**config.mk**
```make
export PLATFORM = sky130hd
export DESIGN_NAME = pid_position_controller
export DESIGN_NICKNAME = d
export VERILOG_FILES = /design/src/rtl/pidpc_pkg.sv /design/src/rtl/pidpc_ctrl.sv /design/src/rtl/pidpc_datapath.sv /design/src/rtl/pid_position_controller.sv
export SDC_FILE = /design/constraint.sdc
export NUM_CORES = 2
export LEC_CHECK = 0
export BUFFER_PORTS_ARGS = -buffer_cell sky130_fd_sc_hd__clkbuf_2
export CAP_MARGIN = 0
export CORE_MARGIN = 4
export CORE_UTILIZATION = 50
export DETAILED_ROUTE_END_ITERATION = 7
export GPL_ROUTABILITY_DRIVEN = 0
export PLACE_DENSITY = 0.68
export SETUP_SLACK_MARGIN = 0.05
export SYNTH_ARGS = -nofsm -noshare
export SYNTH_HDL_FRONTEND = slang
export SYNTH_SLANG_ARGS = --single-unit
```
**constraint.sdc**
```tcl
create_clock -name aclk -period 9.7 [get_ports aclk]
set_input_delay 1.455 -clock aclk [delete_from_list [all_inputs] [get_ports aclk]]
set_output_delay 1.455 -clock aclk [all_outputs]
set_load 0.1 [all_outputs]
```
**src/rtl/pidpc_pkg.sv**
```systemverilog
`timescale 1ns / 1ps
`default_nettype none
package pidpc_pkg;

    localparam int PosW     = 24;              // position and error width
    localparam int FracW    = 16;              // fraction bits of the gains
    localparam int GainW    = 32;
    localparam int LimW     = 23;              // cap and tolerance width
    localparam int DtW      = 16;
    localparam int IntW     = 48;              // integral width
    localparam int DiffW    = PosW + 1;        // error difference
    localparam int DivW     = DiffW + FracW;   // dividend magnitude width
    localparam int DivSteps = DivW;
    localparam int CntW     = 6;
    localparam int MulBW    = 25;              // multiplier b operand
    localparam int ChunkW   = 24;              // chunk of the wide operands
    localparam int ProdW    = GainW + MulBW;
    localparam int SumW     = 82;
    localparam int MacSteps = 5;
    localparam int OutW     = 32;
    localparam int CfgIdxW  = 3;
    localparam int InDataW  = 40;
    localparam int OutDataW = 40;

    localparam logic [LimW-1:0] CapReset = 23'd480;
    localparam logic [LimW-1:0] TolReset = 23'd24;

    localparam logic [CfgIdxW-1:0] RegTarget = 3'd0;
    localparam logic [CfgIdxW-1:0] RegGainP  = 3'd1;
    localparam logic [CfgIdxW-1:0] RegGainI  = 3'd2;
    localparam logic [CfgIdxW-1:0] RegGainD  = 3'd3;
    localparam logic [CfgIdxW-1:0] RegCap    = 3'd4;
    localparam logic [CfgIdxW-1:0] RegTol    = 3'd5;

    localparam logic CmdUpdate = 1'b0;
    localparam logic CmdClear  = 1'b1;

    localparam logic [2:0] MacP   = 3'd0;
    localparam logic [2:0] MacILo = 3'd1;
    localparam logic [2:0] MacIHi = 3'd2;
    localparam logic [2:0] MacDLo = 3'd3;
    localparam logic [2:0] MacDHi = 3'd4;

    typedef enum logic [6:0] {
        ST_IDLE = 7'b0000001,
        ST_ERR  = 7'b0000010,
        ST_IMUL = 7'b0000100,
        ST_IADD = 7'b0001000,
        ST_DIV  = 7'b0010000,
        ST_MAC  = 7'b0100000,
        ST_FIN  = 7'b1000000
    } state_t;

    typedef struct packed {
        logic       capture;
        logic       calc_err;
        logic       int_mul;
        logic       int_add;
        logic       div_step;
        logic       mac_load;
        logic       mac_add;
        logic [2:0] mac_idx;
        logic       finish;
    } ctrl_cmd_t;

    typedef struct packed {
        logic clear_item;
        logic div_skip;
        logic out_free;
    } ctrl_status_t;

endpackage
`default_nettype wire

```
**src/rtl/pidpc_ctrl.sv**
```systemverilog
`timescale 1ns / 1ps
`default_nettype none
module pidpc_ctrl (
    input  wire logic                    aclk,
    input  wire logic                    aresetn,
    input  wire logic                    s_tvalid,
    input  wire logic                    s_tuser,
    output logic                         s_tready,
    input  pidpc_pkg::ctrl_status_t      status,
    output pidpc_pkg::ctrl_cmd_t         cmd
);

    pidpc_pkg::state_t state_reg, state_next;
    logic [pidpc_pkg::CntW-1:0] cnt_reg, cnt_next;

    always_ff @(posedge aclk) begin
        if (!aresetn) begin
            state_reg <= pidpc_pkg::ST_IDLE;
            cnt_reg   <= '0;
        end else begin
            state_reg <= state_next;
            cnt_reg   <= cnt_next;
        end
    end

    always_comb begin
        state_next = state_reg;
        cnt_next   = cnt_reg;
        cmd        = '0;
        s_tready   = 1'b0;
        case (state_reg)
            pidpc_pkg::ST_IDLE: begin
                s_tready    = 1'b1;
                cmd.capture = s_tvalid;
                if (s_tvalid) begin
                    state_next = (s_tuser == pidpc_pkg::CmdClear) ? pidpc_pkg::ST_FIN
                                                                  : pidpc_pkg::ST_ERR;
                end
            end
            pidpc_pkg::ST_ERR: begin
                cmd.calc_err = 1'b1;
                state_next   = pidpc_pkg::ST_IMUL;
            end
            pidpc_pkg::ST_IMUL: begin
                cmd.int_mul = 1'b1;
                state_next  = pidpc_pkg::ST_IADD;
            end
            pidpc_pkg::ST_IADD: begin
                cmd.int_add = 1'b1;
                cnt_next    = '0;
                state_next  = status.div_skip ? pidpc_pkg::ST_MAC : pidpc_pkg::ST_DIV;
            end
            pidpc_pkg::ST_DIV: begin
                cmd.div_step = 1'b1;
                if (cnt_reg == pidpc_pkg::CntW'(pidpc_pkg::DivSteps - 1)) begin
                    cnt_next   = '0;
                    state_next = pidpc_pkg::ST_MAC;
                end else begin
                    cnt_next = cnt_reg + 1'b1;
                end
            end
            pidpc_pkg::ST_MAC: begin
                // product of step n is added while step n+1 multiplies
                cmd.mac_load = (cnt_reg < pidpc_pkg::CntW'(pidpc_pkg::MacSteps));
                cmd.mac_add  = (cnt_reg != '0);
                cmd.mac_idx  = cnt_reg[2:0];
                if (cnt_reg == pidpc_pkg::CntW'(pidpc_pkg::MacSteps)) begin
                    state_next = pidpc_pkg::ST_FIN;
                end else begin
                    cnt_next = cnt_reg + 1'b1;
                end
            end
            pidpc_pkg::ST_FIN: begin
                if (status.out_free) begin
                    cmd.finish = 1'b1;
                    state_next = pidpc_pkg::ST_IDLE;
                end
            end
            default: begin
                state_next = pidpc_pkg::ST_IDLE;
            end
        endcase
    end

endmodule
`default_nettype wire

```
**src/rtl/pidpc_datapath.sv**
```systemverilog
`timescale 1ns / 1ps
`default_nettype none
module pidpc_datapath (
    input  wire logic                                aclk,
    input  wire logic                                aresetn,
    input  pidpc_pkg::ctrl_cmd_t                     cmd,
    output pidpc_pkg::ctrl_status_t                  status,
    input  wire logic [pidpc_pkg::InDataW-1:0]       s_tdata,
    input  wire logic                                s_tuser,
    input  wire logic                                cfg_valid,
    input  wire logic [pidpc_pkg::CfgIdxW-1:0]       cfg_index,
    input  wire logic [pidpc_pkg::GainW-1:0]         cfg_data,
    input  wire logic                                m_tready,
    output logic                                     m_tvalid,
    output logic [pidpc_pkg::OutDataW-1:0]           m_tdata
);

    localparam int PosW  = pidpc_pkg::PosW;
    localparam int IntW  = pidpc_pkg::IntW;
    localparam int SumW  = pidpc_pkg::SumW;
    localparam int ProdW = pidpc_pkg::ProdW;
    localparam int DivW  = pidpc_pkg::DivW;

    // configuration
    logic signed [PosW-1:0]              target_reg;
    logic signed [pidpc_pkg::GainW-1:0]  gain_p_reg, gain_i_reg, gain_d_reg;
    logic [pidpc_pkg::LimW-1:0]          cap_reg, tol_reg;
    // controller state
    logic signed [IntW-1:0]              integ_reg;
    logic signed [PosW-1:0]              prev_reg;
    logic                                first_reg;
    // per item working registers
    logic                                clear_reg;
    logic signed [PosW-1:0]              pos_reg, e_reg;
    logic [pidpc_pkg::DtW-1:0]           dt_reg;
    logic signed [IntW-1:0]              acc_reg;
    logic                                sat_reg;
    logic [DivW-1:0]                     q_reg;
    logic [pidpc_pkg::DtW-1:0]           rem_reg;
    logic                                dneg_reg;
    logic signed [ProdW-1:0]             prod_reg;
    logic                                shift_reg;
    logic signed [SumW-1:0]              sum_reg;
    logic                                out_valid_reg;
    logic [pidpc_pkg::OutDataW-1:0]      out_data_reg;

    logic signed [PosW:0]                diff;
    logic signed [PosW-1:0]              ec;
    logic signed [pidpc_pkg::DiffW-1:0]  ediff;
    logic [pidpc_pkg::DiffW-1:0]         emag;
    logic signed [IntW:0]                acc_sum;
    logic [pidpc_pkg::DtW:0]             rem_sh, rem_sub;
    logic signed [IntW-1:0]              d_val;
    logic signed [pidpc_pkg::GainW-1:0]  mul_a;
    logic signed [pidpc_pkg::MulBW-1:0]  mul_b;
    logic signed [ProdW-1:0]             mul_p;
    logic signed [SumW-1:0]              addend;
    logic                                out_sat;
    logic [pidpc_pkg::OutW-1:0]          drive;
    logic signed [PosW-1:0]              prev_new;
    logic [PosW-1:0]                     prev_abs;
    logic                                fin_flag;
    logic                                div_skip;

    assign diff     = {target_reg[PosW-1], target_reg} - {pos_reg[PosW-1], pos_reg};
    assign ec       = (e_reg > $signed({1'b0, cap_reg})) ? $signed({1'b0, cap_reg}) : e_reg;
    assign ediff    = {e_reg[PosW-1], e_reg} - {prev_reg[PosW-1], prev_reg};
    assign emag     = ediff[pidpc_pkg::DiffW-1] ? -ediff : ediff;
    assign acc_sum  = {integ_reg[IntW-1], integ_reg} + prod_reg[IntW:0];
    assign div_skip = first_reg || (dt_reg == '0);

    assign rem_sh  = {rem_reg, q_reg[DivW-1]};
    assign rem_sub = rem_sh - {1'b0, dt_reg};

    // quotient is zero whenever the division was skipped
    always_comb begin
        d_val = $signed({{(IntW-DivW){1'b0}}, q_reg});
        if (dneg_reg) d_val = -d_val;
    end

    always_comb begin
        mul_a = gain_p_reg;
        mul_b = {e_reg[PosW-1], e_reg};
        if (cmd.int_mul) begin
            mul_a = $signed({{(pidpc_pkg::GainW-pidpc_pkg::DtW){1'b0}}, dt_reg});
            mul_b = {ec[PosW-1], ec};
        end else begin
            case (cmd.mac_idx)
                pidpc_pkg::MacP: begin
                    mul_a = gain_p_reg;
                    mul_b = {e_reg[PosW-1], e_reg};
                end
                pidpc_pkg::MacILo: begin
                    mul_a = gain_i_reg;
                    mul_b = {1'b0, acc_reg[23:0]};
                end
                pidpc_pkg::MacIHi: begin
                    mul_a = gain_i_reg;
                    mul_b = {acc_reg[IntW-1], acc_reg[IntW-1:24]};
                end
                pidpc_pkg::MacDLo: begin
                    mul_a = gain_d_reg;
                    mul_b = {1'b0, d_val[23:0]};
                end
                pidpc_pkg::MacDHi: begin
                    mul_a = gain_d_reg;
                    mul_b = {d_val[IntW-1], d_val[IntW-1:24]};
                end
                default: begin
                    mul_a = gain_p_reg;
                    mul_b = {e_reg[PosW-1], e_reg};
                end
            endcase
        end
    end

    assign mul_p = mul_a * mul_b;

    always_comb begin
        addend = {{(SumW-ProdW){prod_reg[ProdW-1]}}, prod_reg};
        if (shift_reg) addend = addend <<< pidpc_pkg::ChunkW;
    end

    // result is in range when all bits above the kept word match its sign
    assign out_sat = !((&sum_reg[SumW-1:pidpc_pkg::FracW+pidpc_pkg::OutW-1]) ||
                       (~|sum_reg[SumW-1:pidpc_pkg::FracW+pidpc_pkg::OutW-1]));
    always_comb begin
        drive = sum_reg[pidpc_pkg::FracW+pidpc_pkg::OutW-1:pidpc_pkg::FracW];
        if (out_sat) drive = sum_reg[SumW-1] ? 32'h8000_0000 : 32'h7FFF_FFFF;
    end

    assign prev_new = clear_reg ? '0 : e_reg;
    assign prev_abs = prev_new[PosW-1] ? -prev_new : prev_new;
    assign fin_flag = prev_abs < {1'b0, tol_reg};

    assign status.clear_item = clear_reg;
    assign status.div_skip   = div_skip;
    assign status.out_free   = !out_valid_reg || m_tready;

    always_ff @(posedge aclk) begin
        if (!aresetn) begin
            target_reg <= '0;
            gain_p_reg <= '0;
            gain_i_reg <= '0;
            gain_d_reg <= '0;
            cap_reg    <= pidpc_pkg::CapReset;
            tol_reg    <= pidpc_pkg::TolReset;
            integ_reg  <= '0;
            prev_reg   <= '0;
            first_reg  <= 1'b1;
            out_valid_reg <= 1'b0;
        end else begin
            if (cfg_valid) begin
                case (cfg_index)
                    pidpc_pkg::RegTarget: begin
                        target_reg <= cfg_data[PosW-1:0];
                        integ_reg  <= '0;
                        prev_reg   <= '0;
                        first_reg  <= 1'b1;
                    end
                    pidpc_pkg::RegGainP: gain_p_reg <= cfg_data;
                    pidpc_pkg::RegGainI: gain_i_reg <= cfg_data;
                    pidpc_pkg::RegGainD: gain_d_reg <= cfg_data;
                    pidpc_pkg::RegCap:   cap_reg    <= cfg_data[pidpc_pkg::LimW-1:0];
                    pidpc_pkg::RegTol:   tol_reg    <= cfg_data[pidpc_pkg::LimW-1:0];
                    default: ;
                endcase
            end
            if (cmd.finish) begin
                out_valid_reg <= 1'b1;
                prev_reg      <= prev_new;
                if (clear_reg) begin
                    integ_reg <= '0;
                    first_reg <= 1'b1;
                end else begin
                    integ_reg <= acc_reg;
                    first_reg <= 1'b0;
                end
            end else if (m_tready) begin
                out_valid_reg <= 1'b0;
            end
        end
    end

    always_ff @(posedge aclk) begin
        if (cmd.capture) begin
            clear_reg <= s_tuser;
            pos_reg   <= s_tdata[PosW-1:0];
            dt_reg    <= s_tdata[PosW+pidpc_pkg::DtW-1:PosW];
            sat_reg   <= 1'b0;
        end
        if (cmd.calc_err) begin
            if (diff > $signed({2'b00, {(PosW-1){1'b1}}})) begin
                e_reg   <= {1'b0, {(PosW-1){1'b1}}};
                sat_reg <= 1'b1;
            end else if (diff < $signed({2'b11, {(PosW-1){1'b0}}})) begin
                e_reg   <= {1'b1, {(PosW-1){1'b0}}};
                sat_reg <= 1'b1;
            end else begin
                e_reg <= diff[PosW-1:0];
            end
        end
        if (cmd.int_mul || cmd.mac_load) begin
            prod_reg  <= mul_p;
            shift_reg <= cmd.mac_load &&
                         (cmd.mac_idx == pidpc_pkg::MacIHi || cmd.mac_idx == pidpc_pkg::MacDHi);
        end
        if (cmd.int_add) begin
            if (acc_sum[IntW] != acc_sum[IntW-1]) begin
                acc_reg <= {acc_sum[IntW], {(IntW-1){~acc_sum[IntW]}}};
                sat_reg <= 1'b1;
            end else begin
                acc_reg <= acc_sum[IntW-1:0];
            end
            sum_reg  <= '0;
            rem_reg  <= '0;
            q_reg    <= div_skip ? '0 : {emag, {pidpc_pkg::FracW{1'b0}}};
            dneg_reg <= ediff[pidpc_pkg::DiffW-1];
        end
        if (cmd.div_step) begin
            if (!rem_sub[pidpc_pkg::DtW]) begin
                rem_reg <= rem_sub[pidpc_pkg::DtW-1:0];
                q_reg   <= {q_reg[DivW-2:0], 1'b1};
            end else begin
                rem_reg <= rem_sh[pidpc_pkg::DtW-1:0];
                q_reg   <= {q_reg[DivW-2:0], 1'b0};
            end
        end
        if (cmd.mac_add) begin
            sum_reg <= sum_reg + addend;
        end
        if (cmd.finish) begin
            out_data_reg <= {6'b0,
                             !clear_reg && (sat_reg || out_sat),
                             fin_flag,
                             clear_reg ? '0 : drive};
        end
    end

    assign m_tvalid = out_valid_reg;
    assign m_tdata  = out_data_reg;

endmodule
`default_nettype wire

```
**src/rtl/pid_position_controller.sv**
```systemverilog
`timescale 1ns / 1ps
`default_nettype none
// Fixed-point position PID controller. One item at a time: an update item passes
// through control (accept, error, integral multiply, integral add, result), the
// bit-serial derivative divider and the multiply-accumulate steps on a shared
// 32x25 multiplier; the divider is skipped when the derivative is zero (first update
// after a reset, clear or target write, or zero step time); a clear item goes from
// accept straight to result. The result waits in an output register; the last
// step of an item stalls while an earlier result is still unaccepted, and the next
// item is accepted as soon as the controller is back in idle. Configuration writes
// are taken every cycle and are meant to be issued only while no item is in flight.
module pid_position_controller (
    input  wire logic                                aclk,
    input  wire logic                                aresetn,
    input  wire logic                                s_tvalid,
    output logic                                     s_tready,
    input  wire logic [pidpc_pkg::InDataW-1:0]       s_tdata,  // measured_position, step_time
    input  wire logic                                s_tuser,  // cmd
    output logic                                     m_tvalid,
    input  wire logic                                m_tready,
    output logic [pidpc_pkg::OutDataW-1:0]           m_tdata,  // drive_effort, finished, saturated
    input  wire logic                                cfg_valid,
    output logic                                     cfg_ready,
    input  wire logic [pidpc_pkg::CfgIdxW-1:0]       cfg_index,
    input  wire logic [pidpc_pkg::GainW-1:0]         cfg_data
);

    pidpc_pkg::ctrl_cmd_t    cmd;
    pidpc_pkg::ctrl_status_t status;

    assign cfg_ready = 1'b1;

    pidpc_ctrl u_ctrl (
        .aclk     (aclk),
        .aresetn  (aresetn),
        .s_tvalid (s_tvalid),
        .s_tuser  (s_tuser),
        .s_tready (s_tready),
        .status   (status),
        .cmd      (cmd)
    );

    pidpc_datapath u_datapath (
        .aclk      (aclk),
        .aresetn   (aresetn),
        .cmd       (cmd),
        .status    (status),
        .s_tdata   (s_tdata),
        .s_tuser   (s_tuser),
        .cfg_valid (cfg_valid),
        .cfg_index (cfg_index),
        .cfg_data  (cfg_data),
        .m_tready  (m_tready),
        .m_tvalid  (m_tvalid),
        .m_tdata   (m_tdata)
    );

`ifndef SYNTHESIS
    a_busy_after_accept: assert property (@(posedge aclk) disable iff (!aresetn)
        (s_tvalid && s_tready) |=> !s_tready)
        else $error("item accepted while previous item in flight");

    a_finish_needs_slot: assert property (@(posedge aclk) disable iff (!aresetn)
        cmd.finish |-> status.out_free)
        else $error("result written over a pending result");

    a_div_not_skipped: assert property (@(posedge aclk) disable iff (!aresetn)
        cmd.div_step |-> !status.div_skip)
        else $error("divider running on a skipped derivative");

    a_clear_zero_drive: assert property (@(posedge aclk) disable iff (!aresetn)
        (cmd.finish && status.clear_item) |=> (m_tdata[31:0] == '0 && !m_tdata[33]))
        else $error("clear item gave nonzero drive");
`endif

endmodule
`default_nettype wire
```
==> flow_summary.json <==
{
  "grt_overflow": 0,
  "start_kind": "flip-flop",
  "failed_checks": "setup timing",
  "final-setup-viol-count": 25,
  "vias": 55300,
  "cp.required_ns": 10.13,
  "yosysTopAreaCell": "fa_1",
  "tightest_slew_ns": 1.27,
  "num_io_pins": 124,
  "ys_ff_latch": 599,
  "total_power_w": 0.00778,
  "total_leakage_power_nw": 33.9,
  "status": "complete, but fails checks",
  "crit_path_end_kind": "flip-flop",
  "grt_usage_pct": 29.8,
  "yosysUniqueCellTypes": 87,
  "die_area_um2": 137000,
  "holdWs_ns": 0.464,
  "hold_depth": 2,
  "numCtsBuffers": 69,
  "r2r-end": "u_datapath.prod_reg[56]",
  "clkTransAtPathRegs_ns": 0.07,
  "grt_max_degree": 129,
  "clock_insertion_delay_worst_skew_ns": 0.68,
  "finClkSkew_ns": 0.0287,
  "rr_startpoint": "u_datapath.q_reg[13]",
  "slowest_delay_ns": 0.58,
  "drt_pass1_iterations": 8,
  "netlist_area_um2": 65700,
  "yosysMostFrequentCell": "inv_1",
  "rows": 132,
  "syn_to_final_growth_pct": 14.0,
  "cts_max_level": 3,
  "synthDominantCellAreaShare_pct": 25.1,
  "grt_pass1_wl_um": 318000,
  "yosysSeqAreaShare_pct": 23.5,
  "antenna_found_initial": 3,
  "portBuffers": 116,
  "yosysWarnings": 0,
  "cts_buffer_depth": 3,
  "floorplan.die.height_um": 371,
  "root_buffer": "clkbuf_16",
  "hold_viol_final": 0,
  "hold_path_startpoint": "u_datapath.gain_p_reg[14]",
  "synth_edf_count": 345,
  "path_common_cell": "fa_1",
  "fin_crit_sh_pct": 105,
  "clock.fmax_ghz": 0.0982,
  "start_util_pct": 50.6,
  "fin_ws_ns": -0.483,
  "cp_slowest_cell": "fa_1",
  "layout-drive-gt1-share_pct": 13.3,
  "rsz0062_at_grt": "yes",
  "wirelength_um": 206000,
  "dp_hpwl_um": 161000,
  "ys_top_cells_by_count": "inv_1, nand2_1, fa_1, nor2_1, ha_1",
  "rrSetupSlack_ns": -0.48,
  "cts_tree": "done",
  "report.final.slew_viol_count": 0,
  "hold_class": "flip-flop to flip-flop",
  "crit_type": "flip-flop to flip-flop",
  "fp.dieW_um": 371,
  "power_density_nw_per_um2": 104,
  "core_area_um2": 130000,
  "syn_inst": 7455,
  "ff2ff_path_depth": 35,
  "max-slew-margin-rel_pct": 15.3,
  "vias_per_cell": 5.76,
  "peakVddDrop_mv": 0.135,
  "cts_sinks": 599,
  "antenna_left": 0,
  "wl_per_cell_um": 21.5,
  "drt_iter0_drc": 5404,
  "largest_reg_flops": 82,
  "max_cap_viol_count": 0,
  "crit_fanout": 20,
  "synth.avg_cell_area_um2": 8.82,
  "fin_util_pct": 57.6,
  "synth_top_flop_cell": "edfxtp_1",
  "nets": 9101,
  "async_reset_ff_share_pct": 0,
  "final.min_clock_period_ns": 10.18,
  "grt_pass1_vias": 55600,
  "drc": 0,
  "fillers": 11400,
  "min_to": "u_datapath.gain_p_reg[14]",
  "synth.area.top_cells": "fa_1, edfxtp_1, dfxtp_1",
  "crit_arrival_ns": 10.61
}
layout make-up:
type                       instances  area [um2]  share of cell area [%]
inverter                        1072        4030                    5.38
timing repair buffer             633        5060                    6.76
sequential                       599       15400                    20.6
clock buffer                      94        1870                    2.50
multi-input combinational       5422       46000                    61.4
antenna                            2        5.00                 0.00668
tap                             1742        2180                    2.91
clock inverter                    34         347                   0.463
worst max-delay path: cells and delay by family (launching register included):
family / cells / cell delay, ns
AOI/OAI and AO/OA: 12 / 2.04
xor gates and xnor gates: 1 / 0.13
adders and majority gates: 8 / 3.66
buffers and inverters: 5 / 0.70
DFF: 1 / 0.41
and+or+nand+nor: 9 / 2.96
power by group:
group	internal [W]	switching, W
Sequential	0.00277	0.0000309
Clock	0.00148	0.00112
Combinational	0.00102	0.00136
Total	0.00527	0.00252
timing repair:
item,in CTS,in global routing
buffers inserted,36,17
cloned,3,0
hold buffers,0,0
endpoints found under the setup margin,31,37
pin swaps,89,61
gates resized for setup,159,83
metrics by stage:
| stage | setup WS (ns) | TNS (ns) | instance area, um2 | cells |
|---|---|---|---|---|
| 2_1_floorplan | -0.163 | -0.277 | 65900 | 7460 |
| 5_1_grt | -0.786 | -14.91 | 74900 | 9596 |
| 3_3_place_gp | -0.495 | -6.42 | 71300 | 9427 |
| 3_5_place_dp | -0.666 | -10.67 | 71300 | 9427 |
| 4_1_cts | -0.327 | -3.62 | 74500 | 9587 |
| 6_report | -0.483 | -6.61 | 74900 | 9598 |
metal layers:
| metal | track usage [%] | routed length, um | vias to the layer above |
|---|---|---|---|
| met2 | 46.4 | 90700 | 2759 |
| met4 | 12.0 | 10100 | 2 |
| li1 | - | - | 25000 |
| met1 | 40.7 | 84300 | 27000 |
| met3 | 6.13 | 20700 | 502 |
| met5 | 0 | 13 | - |
layout by cell type, fill, tap and decap left out, types with 31 or more instances in the layout:
cell | netlist | final
a21boi_0 | 183 | 172
a31oi_1 | 47 | 41
xor2_1 | 131 | 127
nor2_1 | 655 | 638
edfxtp_1 | 345 | 345
nor3_1 | 86 | 83
or2_2 | 35 | 34
buf_4 | 7 | 453
o21ai_0 | 245 | 216
and2_1 | 67 | 60
nand2_1 | 1069 | 1059
a21o_1 | 144 | 144
nand4_1 | 55 | 55
buf_12 | 0 | 36
nand3_1 | 72 | 68
nor4_1 | 33 | 31
dfxtp_1 | 254 | 254
o21bai_1 | 50 | 49
fa_1 | 824 | 798
mux2_2 | 35 | 35
clkbuf_2 | 0 | 115
ha_1 | 399 | 378
xnor2_1 | 188 | 180
a22oi_1 | 88 | 85
clkbuf_16 | 0 | 70
nand2b_1 | 74 | 70
inv_1 | 1070 | 1045
a21oi_1 | 383 | 356
o31ai_1 | 49 | 45
nor2b_1 | 128 | 127
o21a_1 | 35 | 35
how the worst max path moves through the flow:
stage / slack [ns] / endpoint / cells past startpoint / startpoint
detailed placement: -0.67 / u_datapath.prod_reg[56] / 37 / u_datapath.q_reg[13]
global placement: -0.49 / u_datapath.prod_reg[56] / 37 / u_datapath.q_reg[13]
global route: -0.79 / u_datapath.prod_reg[55] / 35 / u_datapath.q_reg[13]
finish: -0.48 / u_datapath.prod_reg[56] / 35 / u_datapath.q_reg[13]
floorplan: -0.16 / u_datapath.prod_reg[56] / 38 / u_datapath.q_reg[11]
CTS: -0.33 / u_datapath.prod_reg[56] / 39 / u_datapath.q_reg[13]
kinds of logic (layout without fill, tap and decap cells):
kind of cell / after synthesis / after routing / synth area share, %
compound gates: 1424 / 1424 / 14.1
mux: 55 / 55 / 0.904
fa+ha+maj: 1233 / 1233 / 32.8
simple gates: 2384 / 2384 / 16.0
xor+xnor: 319 / 319 / 4.25
buf+inv: 1439 / 1833 / 8.38
flops: 599 / 599 / 23.5
other cells: 2 / 9 / 0.0114
Power figures use the tool's default switching activity.
